### config.mk
export PLATFORM = sky130hd
export DESIGN_NAME = cbf_ram
export DESIGN_NICKNAME = d
export VERILOG_FILES = /design/src/rtl/cbf_ram.sv
export SDC_FILE = /design/constraint.sdc
export NUM_CORES = 1
export LEC_CHECK = 0
export ABC_CLOCK_PERIOD_IN_PS = 4400
export BUFFER_PORTS_ARGS = -buffer_cell sky130_fd_sc_hd__buf_2
export CAP_MARGIN = 30
export CORE_ASPECT_RATIO = 1.25
export CORE_UTILIZATION = 60
export CTS_CLUSTER_DIAMETER = 50
export DETAILED_ROUTE_END_ITERATION = 10
export GPL_ROUTABILITY_DRIVEN = 0
export PLACE_DENSITY_LB_ADDON = 0.2
export SETUP_SLACK_MARGIN = 0.2
export SYNTH_ARGS = -nofsm -noshare
export SYNTH_HDL_FRONTEND = slang
export SYNTH_SLANG_ARGS = --single-unit
### constraint.sdc
create_clock -name clk -period 4.4 [get_ports clk]
set_input_delay 0.44 -clock clk [delete_from_list [all_inputs] [get_ports clk]]
set_output_delay 0.44 -clock clk [all_outputs]
set_load 0.005 [all_outputs]
### src/rtl/cbf_ram.sv
// ============================================================================
// cbf_ram: generic single-port RAM
// One address per cycle, written and read together; registered read data.
// ============================================================================
module cbf_ram #(
	parameter int Width = 8,
	parameter int Depth = 8
) (
	input  logic                     clk,
	input  logic                     we,
	input  logic [$clog2(Depth)-1:0] addr,
	input  logic [Width-1:0]         wdata,
	output logic [Width-1:0]         rdata
);
	logic [Width-1:0] mem [Depth];

	always_ff @(posedge clk) begin
		if (we) begin
			mem[addr] <= wdata;
		end
		rdata <= mem[addr];
	end
endmodule

# Word level (Yosys, flattened, before mapping)
# Memory sizes are Yosys's and may differ from the RTL's. A register that Yosys moved wholly into a read port is not among the register bits.
# Cells that the tools add are included.
# word_totals
ff_bits	0
ramBits	64
input_bits	13
output_inout_bits	8
wordCells	3
mem_count	1
# memory_table
memory	words	width	rd	rd_clocked_by_memory_dff	wr	line_no	source
mem	8	8	1	1	1	15	logic [Width-1:0] mem [Depth];
# classes
n_mux	2
# op_table
cell	count
1-bit 2-to-1 mux	2

# Logic depth before layout (Yosys ltp)
# Gate-level depths: netlist of run 1.
# depth
ltp_word	2
ltp_mapped	6
ltp_nobuf	3

# Worst setup path after synthesis of run 1
# No wires, ideal clock.
# synth_path
kind	in2reg
from	in addr[2]
to	mem mem[4][0] (enable)
setup_time_ps	383
t_arrival_ps	1505
required_time_ps	4017
slack_ps	2512
path_stages	3
n_path_buf	1
cell_sequence	buf_1 > nand2_1 > nor3_1
# synth_lines
item	line_no	source
start, declared	11	input logic [$clog2(Depth)-1:0] addr,
end, declared	15	
# Straight into the memory's write port.

# Worst setup path in the final report of run 1
# layout_path
from	in addr[1]
to	mem mem[1][6] (enable)
# Straight into the memory's write port.

==> reports/metrics.csv, run 1 <==
stage,metric,value,unit
cells_and_area,number of diodes,0,
grt,number of global-route vias before repair,1327,
critical_path,r2r endpoint,rdata[4],
cts,CTS resizes,0,
yosys,synth unique cells,28,
timing,Final Hold Vio Count,0,
placed_design,Final HPWL DP,2.802,mm
yosys,xor and xnor area share after synthesis,0,%
timing,clock skew,0.01084,ns
timing,Slew headroom,36.44,%
cts,clock buffer depth,2,
timing,max-slew violation count,0,
critical_path,Worst path depth,4,
timing,Worst-Margin Slew,0.9499,ns
cts,CTS Buf Count,9,
yosys,area share of fa/ha/maj cells after synthesis,0,%
power_and_ir_drop,Power Density,456.6,nW/um^2
outcome,run status,"finished, final reports clean",
critical_path,Critical Path Sink Type,flip-flop,
cts,Clock Sinks,72,
timing,RSZ-0062 raised after global routing,no,
power_and_ir_drop,Max VDD drop,0.2763,mV
timing,period utilisation layout,43.08,%
die,row cnt,27,
timing,Final min period,1.896,ns
cts,clk root buf,clkbuf_8,
yosys,Synth Register Bits,72,
cells_and_area,"commonest non-fill, non-tap cells in the layout","edfxtp_1, buf_2, clkbuf_8",
critical_path,worst path required time,4.35,ns
cts,"Reg clk slew, reported paths",0.07,ns
routing,drt pass-1 iters,4,
grt,initial antenna violation count,0,
grt,first-pass GRT wire length,6.879,mm
routing,DRC errors left,0,
critical_path,crit path launch,addr[1],
cells_and_area,share of post-route cells with drive strength above 1,32.08,%
yosys,Synth Area in Compound Gates,2.074,%
yosys,Post-Synth Simple-Gate Area,3.318,%
run,maxcap violations,0,
critical_path,CP Max Fanout,17,
cells_and_area,Fillers,278,
critical_path,Setup CP Type,in2reg,
cells_and_area,"commonest non-fill, non-tap cell in the layout",edfxtp_1,
cts,postcts setup bufs,0,
placed_design,IO buf count,20,
critical_path,CP startpoint kind,primary input,
grt,GRT Util Overall,20.65,%
critical_path,slowest cell on the critical path,nor2_1,
timing,Setup Viol. Count Final,0,
critical_path,Reg2Reg Setup Slack,3.12,ns
die,Die W,62.17,um
routing,detailed router's first-iteration violation count,77,
die,die area,4800,sq um
die,CORE AREA,4358,sq um
yosys,Syn Std Cell Area,2715,sq um
critical_path,CP top delay family,simple AND/OR/NAND/NOR gates,
cells_and_area,Seq. cell area,2082,sq um
routing,Antenna Nets Post-Route,0,
timing,max frequency,527.5,MHz
yosys,post-synthesis mux area share,15.81,%
yosys,main combinational cell family by area after synthesis,multiplexers,
critical_path,origin of the critical flop-to-flop path,mem[3][4],
yosys,synth warn,0,
critical_path,Critical Path End,mem[1][6],
timing,Setup TNS Final,0,ns
yosys,synthesized area per cell,21.05,sq um
grt,gr ovfl total,0,
critical_path,CP arrival,1.85,ns
cts,CTS tree,done,
cells_and_area,Final nets,167,
min_path,Worst Hold Class,in2reg,
routing,DR WL/cell,20.00,um
cells_and_area,synth-to-layout area growth,12.30,%
critical_path,Worst path max stage delay,0.75,ns
routing,DR vias,1284,
yosys,register area share after synthesis,76.68,%
cells_and_area,area of the multi-input gates,580.6,sq um
power_and_ir_drop,Pwr Total,0.001392,W
grt,largest net degree at the start of global routing,26,
power_and_ir_drop,leakage power,1.068,nW
yosys,Syn Nets,142,
routing,total routed wirelength,4.341,mm
die,die height,77.21,um
critical_path,Buf/Inv on CP,2,
cts,hold_buf cts,0,
cts,worst skew pair latency,0.33,ns
cts,number of H-tree levels,3,
yosys,Mapped Cells,129,
die,Initial Util,62.30,%
die,I/O pin cnt,21,
critical_path,R2R depth,2,
critical_path,critical path cell sequence,"buf_2, inv_1, nand2_1, nor2_1",
routing,vias per cell,5.917,
worst register-to-register path: cells and delay by family, from the launching register on:
kind   cells  cell delay (ns)
muxes      2             0.77
DFF        1             0.41
metal layers:
layer / vias up / track usage, % / wire length (um)
li1: 575 / - / -
met1: 638 / 26.18 / 1720
met2: 63 / 31.32 / 2280
met3: 8 / 6.994 / 274
met4: 0 / 11.63 / 65
met5: - / 0 / 0
sequential cells by signal, indices dropped and copies added, names as in the netlist:
signal and cells:
rdata 8, mem 64
through the flow:
| stage | instance area, sq um | setup slack [ns] | utilization [%] | hold slack (ns) | cells |
|---|---|---|---|---|---|
| detailed placement | 2844 | 2.109 | 65.26 | 0.5310 | 201 |
| CTS | 3049 | 2.473 | 69.97 | 0.3514 | 217 |
| finish | 3049 | 2.504 | 69.97 | 0.3718 | 217 |
| global placement | 2834 | 1.883 | 65.03 | 0.5428 | 200 |
| global route | 3049 | 2.437 | 69.97 | 0.3637 | 217 |
| floorplan | 2715 | 2.512 | - | 0.5096 | 129 |
synth_stat cells (all sizes together):
library cell	number	share of area, %
a22oi	1	0.28
mux2i	2	0.74
nand3	2	0.37
o211a	1	0.37
a311oi	1	0.32
mux2	9	4.6
edfxtp	64	71
buf	6	1.8
clkbuf	1	0.14
dfxtp	8	5.9
nand2	4	0.55
inv	1	0.14
mux4	12	11
o221ai	1	0.32
nand3b	1	0.28
nor3	2	0.37
a21oi	1	0.18
and3b	1	0.32
nor2	7	0.97
a211o	1	0.32
nand2b	2	0.46
o211ai	1	0.28
power by group:
group,total (W),switching (W),internal (W)
logic,0.0000776,0.0000403,0.0000373
clock network,0.000536,0.000218,0.000318
registers,0.000778,0.00000626,0.000772
logic make-up after synthesis:
group,Yosys count
AOI/OAI and AO/OA,7
buffers and inverters,8
DFF,72
muxes,23
and+or+nand+nor,19
layout make-up:
type                    count  share of cell area [%]
clock buffers              12                   4.432
clock inverters             4                   2.298
repair buffers             21                   3.447
well taps                  58                   2.380
inverters                   1                  0.1231
multi-input cells          49                   19.04
flip-flops and latches     72                   68.28
how the worst min path moves through the flow:
stage	from	depth (start not counted)	end	slack, ns
after CTS	wdata[6]	1	mem[4][6]	0.35
final	wdata[6]	1	mem[7][6]	0.37
after floorplan	mem[0][6]	2	rdata[6]	0.51
after global placement	mem[0][6]	2	rdata[6]	0.54
after global routing	wdata[6]	1	mem[4][6]	0.36
after detailed placement	mem[0][6]	2	rdata[6]	0.53
Power figures use the tool's default switching activity.
==> inputs of run 2 (changes only) <==
ABC_AREA = 1   (was not set)
ABC_CLOCK_PERIOD_IN_PS = 1700   (was 4400)
CORE_UTILIZATION = 53   (was 60)
clock period = 1.7 ns   (was 4.4 ns; I/O delays follow)
==> run 2 against run 1 <==
  * Area after synthesis grew 7.7%
  * Final area rose by 11%
  * Clock power rose to 3.0 times the previous value
  * Sequential power rose to 2.6 times the previous value
  * Critical path type unchanged
  * Critical endpoint is now mem[3][3]
==> reports/metrics.csv, run 2 <==
stage,metric,value,unit,change
cells_and_area,Final nets,327,,+96%
yosys,Syn Nets,293,,+110%
yosys,most frequent cell after synthesis,nand2_1,,
power_and_ir_drop,Power Density,1144,nW/um^2,+150%
critical_path,r2r endpoint,rdata[4],,
outcome,run status,"finished, final reports clean",,
routing,detailed router's first-iteration violation count,108,,+40%
grt,GRT Util Overall,22.59,%,+1.9 points
grt,initial antenna violation count,0,,unchanged
critical_path,Setup CP Type,in2reg,,
grt,first-pass GRT wire length,8.990,mm,+31%
yosys,Mapped Cells,280,,+120%
yosys,"EDFF count, synth",64,,unchanged
power_and_ir_drop,Max VDD drop,0.8669,mV,+210%
routing,DRC errors left,0,,unchanged
timing,max-slew violation count,0,,unchanged
cells_and_area,max FFs per register,64,,unchanged
cts,number of H-tree levels,3,,unchanged
cts,"Reg clk slew, reported paths",0.07,ns,about the same
die,I/O pin cnt,21,,unchanged
critical_path,critical path cell sequence,"buf_2, inv_2, nand2_1, nor2_1, buf_4",,
critical_path,slowest cell on the critical path,nor2_1,,
placed_design,Final HPWL DP,3.677,mm,+31%
cts,CTS tree,done,,
power_and_ir_drop,Pwr Total,0.003866,W,+180%
grt,largest net degree at the start of global routing,32,,+23%
timing,clock skew,0.008327,ns,-0.002514 ns
yosys,largest cells by area after synthesis,"edfxtp_1, nand2_1, dfxtp_1",,
timing,Final min period,1.016,ns,
routing,total routed wirelength,5.500,mm,+27%
cts,CTS resizes,0,,unchanged
routing,DR WL/cell,14.44,um,-28%
routing,DR vias,1849,,+44%
cts,Clock Sinks,72,,unchanged
min_path,Hold Path End,mem[3][0],,
grt,number of global-route vias before repair,1855,,+40%
timing,Worst-Margin Slew,0.3389,ns,-0.6110 ns
yosys,register area share after synthesis,71.20,%,-5.5 points
routing,vias per cell,4.853,,-18%
cts,worst skew pair latency,0.35,ns,+0.02 ns
cts,CTS Buf Count,9,,unchanged
routing,Antenna Nets Post-Route,0,,unchanged
cells_and_area,largest reg by FF count,mem,,
die,Initial Util,56.35,%,-5.9 points
timing,Final Hold Vio Count,0,,unchanged
critical_path,origin of the critical flop-to-flop path,mem[7][4],,
cells_and_area,Largest regs,"mem (64), rdata (8)",,
critical_path,Worst path max stage delay,0.28,ns,-0.47 ns
timing,RSZ-0062 raised after global routing,no,,
cells_and_area,share of post-route cells with drive strength above 1,17.55,%,-15 points
cells_and_area,synth-to-layout area growth,15.58,%,
cells_and_area,"commonest non-fill, non-tap cells in the layout","nand2_1, edfxtp_1, inv_1",,
critical_path,CP Max Fanout,10,,-7
critical_path,worst path required time,1.76,ns,-2.59 ns
cells_and_area,"commonest non-fill, non-tap cell in the layout",nand2_1,,
die,die area,5820,sq um,+21%
placed_design,IO buf count,20,,unchanged
grt,gr ovfl total,0,,unchanged
cells_and_area,number of diodes,0,,unchanged
yosys,synth unique cells,14,,-50%
min_path,Worst Hold Class,in2reg,,
cts,hold_buf cts,0,,unchanged
die,Die W,68.44,um,+10%
yosys,synthesized area per cell,10.44,sq um,-50%
power_and_ir_drop,leakage power,1.531,nW,+43%
timing,max frequency,984.3,MHz,
yosys,Synth Register Bits,72,,unchanged
yosys,Synth async-reset ratio,0,%,unchanged
yosys,Synth top area share,65.73,%,-5.1 points
run,maxcap violations,0,,unchanged
critical_path,Critical Path Sink Type,flip-flop,,
routing,drt pass-1 iters,4,,unchanged
die,row cnt,29,,+7.4%
placed_design,Placed Cells,365,,+82%
yosys,Most used DFF post-synth,edfxtp_1,,
critical_path,CP startpoint kind,primary input,,
yosys,largest area contributor in the netlist,edfxtp_1,,
cells_and_area,Final Non-Filler Cells,381,,+76%
yosys,Syn Std Cell Area,2924,sq um,+7.7%
die,CORE AREA,5189,sq um,+19%
min_path,Worst Min Path Start,wdata[0],,
min_path,hold depth,1,,unchanged
timing,period utilisation layout,59.76,%,
cts,postcts setup bufs,0,,unchanged
cts,clk root buf,clkbuf_8,,
critical_path,R2R depth,6,,+4
yosys,synth warn,0,,unchanged
die,die height,85.05,um,+10%
timing,Setup Viol. Count Final,0,,unchanged
critical_path,Reg2Reg Setup Slack,0.83,ns,-2.29 ns
timing,Slew headroom,77.41,%,+41 points
cts,clock buffer depth,2,,unchanged
yosys,Commonest cells post-synth,"nand2_1, edfxtp_1, inv_1",,
critical_path,CP arrival,1.08,ns,-0.77 ns
timing,Setup TNS Final,0,ns,unchanged
[run 2: cell count changes in the layout (fill, tap and decap cells not counted), moves of 2 or more]
cell      before  now
buf_4          0   11
clkbuf_1       3    0
clkinv_4       0    2
inv_1          1   35
inv_2          0    4
mux2_2         2    0
mux2_4         6    0
mux2i_1        2    0
mux4_1         4    0
mux4_2         8    0
nand2_1        4  136
nand2b_1       2    0
nand3_1        2   14
[run 2: layout make-up]
| class | count | area [sq um] |
|---|---|---|
| Clock buffer | 9 | 123.9 |
| Clock inverter | 7 | 120.1 |
| Fill cell | 427 | 1809 |
| Inverter | 40 | 152.6 |
| Multi-Input combinational cell | 160 | 640.6 |
| Sequential cell | 72 | 2082 |
| Tap cell | 62 | 77.57 |
| Timing Repair Buffer | 31 | 182.7 |
[run 2: layer usage]
layer / track usage (%) / routed length, um
met1: 29.38 / 2415
met2: 33.69 / 2711
met3: 4.704 / 231
met4: 14.77 / 142
met5: 0 / 0
[run 2: kinds of logic after synthesis]
kind of cell | Yosys count | synth area share (%)
simple gates | 160 | 21.57
flops | 72 | 71.20
buf+inv | 48 | 7.232
[run 2: per-stage QoR]
stage / setup WS, ns / instance area (sq um) / utilization [%] / hold slack, ns
after global routing: 0.5936 / 3379 / 65.13 / 0.1271
after global placement: 0.3692 / 3136 / 60.43 / 0.4780
after floorplan: 0.3122 / 2934 / - / 0.2689
after detailed placement: 0.3502 / 3136 / 60.43 / 0.4808
after CTS: 0.7173 / 3379 / 65.13 / 0.1214
final: 0.6840 / 3379 / 65.13 / 0.1165
[run 2: critical path: cells and delay by family]
family                 cells  cell delay, ns
AND/OR/NAND/NOR            2            0.37
buffers and inverters      3            0.53
[run 2: power by group]
group / switching [W] / total (W) / internal, W
sequential: 0.0000154 / 0.00201 / 0.00200
clock: 0.000632 / 0.00161 / 0.000976
combinational: 0.000167 / 0.000246 / 0.0000791
[run 2: how the worst max path moves through the flow]
stage                  from        end  slack [ns]
floorplan           addr[0]  mem[4][0]        0.31
global placement    addr[1]  mem[3][1]        0.37
detailed placement  addr[2]  mem[3][1]        0.35
CTS                 addr[2]  mem[3][3]        0.72
global route        addr[2]  mem[3][3]        0.59
finish              addr[2]  mem[3][3]        0.68
==> inputs of run 3 (changes only) <==
ABC_CLOCK_PERIOD_IN_PS = 890   (was 1700)
clock period = 0.89 ns   (was 1.7 ns; I/O delays follow)
==> run 3 against run 2 <==
  * Critical path depth shrank 4
  * Final cell count grew 2.6%
  * Clock skew grew 0.0023 ns
  * Worst setup slack lost 0.66 ns
  * Sequential power grew 92%
  * Clock-buffer cell count grew 1
  * Global-route usage grew 0.55 points
  * Combinational power grew 150%
  * Utilization grew 4.3 points
  * Hold slack lost 0.083 ns
  * Critical endpoint is now rdata[5]
==> reports/metrics.csv, run 3 (same netlist as run 2, synthesis figures left out) <==
stage,metric,value,unit,change
die,CORE AREA,5189,sq um,unchanged
timing,setup ws final,0.02159,ns,-0.6624 ns
placed_design,DP Worst Slack,-0.2227,ns,-0.5729 ns
cells_and_area,"commonest non-fill, non-tap cell in the layout",nand2_1,,
critical_path,Worst path max stage delay,0.32,ns,+0.04 ns
critical_path,Critical Path Sink Type,output pin,,
power_and_ir_drop,leakage power,1.606,nW,+4.9%
critical_path,crit path launch,rdata[5],,
cells_and_area,share of post-route cells with drive strength above 1,25.53,%,+8.0 points
min_path,Worst Hold Class,in2reg,,
min_path,hold depth,1,,unchanged
timing,Final Hold Vio Count,0,,unchanged
cts,hold_buf cts,0,,unchanged
cells_and_area,number of diodes,0,,unchanged
routing,DRC errors left,0,,unchanged
routing,met2 routed WL,2.979,mm,+9.9%
routing,uppermost layer routed,met4,,
timing,Slew headroom,81.21,%,+3.8 points
cts,CTS tree,done,,
routing,vias per cell,4.895,,+0.87%
grt,GRT Util Overall,23.14,%,+0.55 points
routing,DR vias,1914,,+3.5%
power_and_ir_drop,Power Density,1897,nW/um^2,+66%
timing,RSZ-0062 raised after global routing,yes,,
critical_path,worst path required time,0.80,ns,-0.96 ns
cts,worst skew pair latency,0.35,ns,about the same
grt,first-pass GRT wire length,8.942,mm,-0.53%
cts,Clock Sinks,72,,unchanged
grt,gr ovfl total,0,,unchanged
die,I/O pin cnt,21,,unchanged
routing,WL met3,157,um,-32%
critical_path,CP top delay family,flip-flops,,
critical_path,Buf/Inv on CP,1,,-2
cts,clock buffer depth,2,,unchanged
timing,period utilisation layout,97.57,%,
critical_path,CP Max Fanout,1,,-9
min_path,Worst Min Path Start,wdata[2],,
placed_design,Final HPWL DP,3.897,mm,+6.0%
cells_and_area,max FFs per register,64,,unchanged
timing,Worst-Margin Slew,0.2812,ns,-0.05763 ns
critical_path,Setup CP Type,reg2out,,
critical_path,r2r endpoint,rdata[5],,
cts,CTS Buf Count,9,,unchanged
routing,drt pass-1 iters,4,,unchanged
cells_and_area,Largest regs,"mem (64), rdata (8)",,
routing,met1 WL,2.493,mm,+3.2%
cells_and_area,Final nets,338,,+3.4%
cells_and_area,"commonest non-fill, non-tap cells in the layout","nand2_1, edfxtp_1, inv_1",,
critical_path,R2R depth,6,,unchanged
routing,detailed router's first-iteration violation count,133,,+23%
die,Initial Util,56.35,%,unchanged
critical_path,critical path cell sequence,buf_2,,
critical_path,Reg2Reg Setup Slack,0.04,ns,-0.79 ns
critical_path,CP arrival,0.78,ns,-0.30 ns
timing,max frequency,1152,MHz,
die,die area,5820,sq um,unchanged
min_path,Hold Path End,mem[4][2],,
timing,Setup Viol. Count Final,0,,unchanged
critical_path,CP startpoint kind,flip-flop,,
cells_and_area,synth-to-layout area growth,23.24,%,
cells_and_area,Util after Layout,69.45,%,+4.3 points
critical_path,slowest cell on the critical path,dfxtp_2,,
routing,Antenna Nets Post-Route,0,,unchanged
die,row cnt,29,,unchanged
power_and_ir_drop,Pwr Total,0.006836,W,+77%
outcome,run status,"finished, final reports clean",,
timing,Final min period,0.8684,ns,
routing,DR WL/cell,14.80,um,+2.5%
timing,max-slew violation count,0,,unchanged
power_and_ir_drop,Max VDD drop,1.221,mV,+41%
routing,total routed wirelength,5.786,mm,+5.2%
die,die height,85.05,um,unchanged
timing,clock skew,0.01067,ns,+0.002340 ns
timing,Min Hold Slack,0.03304,ns,-0.08344 ns
critical_path,origin of the critical flop-to-flop path,mem[1][5],,
cts,clk root buf,clkbuf_8,,
placed_design,IO buf count,20,,unchanged
grt,initial antenna violation count,0,,unchanged
cells_and_area,largest reg by FF count,mem,,
grt,number of global-route vias before repair,1833,,-1.2%
timing,Setup TNS Final,0,ns,unchanged
cts,"Reg clk slew, reported paths",0.08,ns,about the same
cts,number of H-tree levels,3,,unchanged
grt,largest net degree at the start of global routing,19,,-41%
die,Die W,68.44,um,unchanged
run,maxcap violations,0,,unchanged
run 3: changes by cell type in the layout (fill, tap and decap cells not counted), sizes merged:
cell,before,now
buf,31,41
bufinv,3,1
clkbuf,9,11
clkinv,3,4
clkinvlp,1,0
run 3: power breakdown:
group | switching, W | leakage, nW | internal (W)
clock network | 0.00113 | 0.0933 | 0.00126
logic | 0.000373 | 0.863 | 0.000230
registers | 0.0000318 | 0.649 | 0.00382
total | 0.00153 | 1.61 | 0.00530
run 3: what timing repair did:
| item | CTS | global route |
|---|---|---|
| setup endpoints to repair | 59 | 61 |
| resized for setup | 7 | 19 |
| pin swaps | 14 | 12 |
| buffers inserted | 3 | 0 |
run 3: layer usage:
layer  vias to the layer above  global-route usage, %
li1                        972                      -
met1                       898                  27.92
met2                        32                  38.15
met3                        12                  4.435
met4                         0                  12.50
met5                         -                      0
run 3: area by class of cell:
| cell class | count | area [sq um] |
|---|---|---|
| clock buffer | 10 | 127.6 |
| clock inverter | 5 | 48.80 |
| fill | 367 | 1585 |
| inverter | 40 | 160.2 |
| multi-input combinational | 160 | 744.5 |
| sequential | 72 | 2090 |
| tap | 62 | 77.57 |
| timing repair buffer | 42 | 355.3 |
run 3: how the worst max path moves through the flow:
stage / to / slack (ns) / cells past startpoint
global route: rdata[3] / -0.08 / 6
global placement: mem[3][1] / -0.20 / 4
detailed placement: mem[3][1] / -0.22 / 4
floorplan: mem[0][0] / -0.20 / 5
CTS: rdata[4] / 0.009 / 1
finish: rdata[5] / 0.02 / 1
run 3: metrics by stage:
stage                     cells  instance area, sq um
final                       391                  3603
after global routing        391                  3603
after CTS                   391                  3551
after detailed placement    373                  3322
after global placement      373                  3322
after floorplan             280                  3033
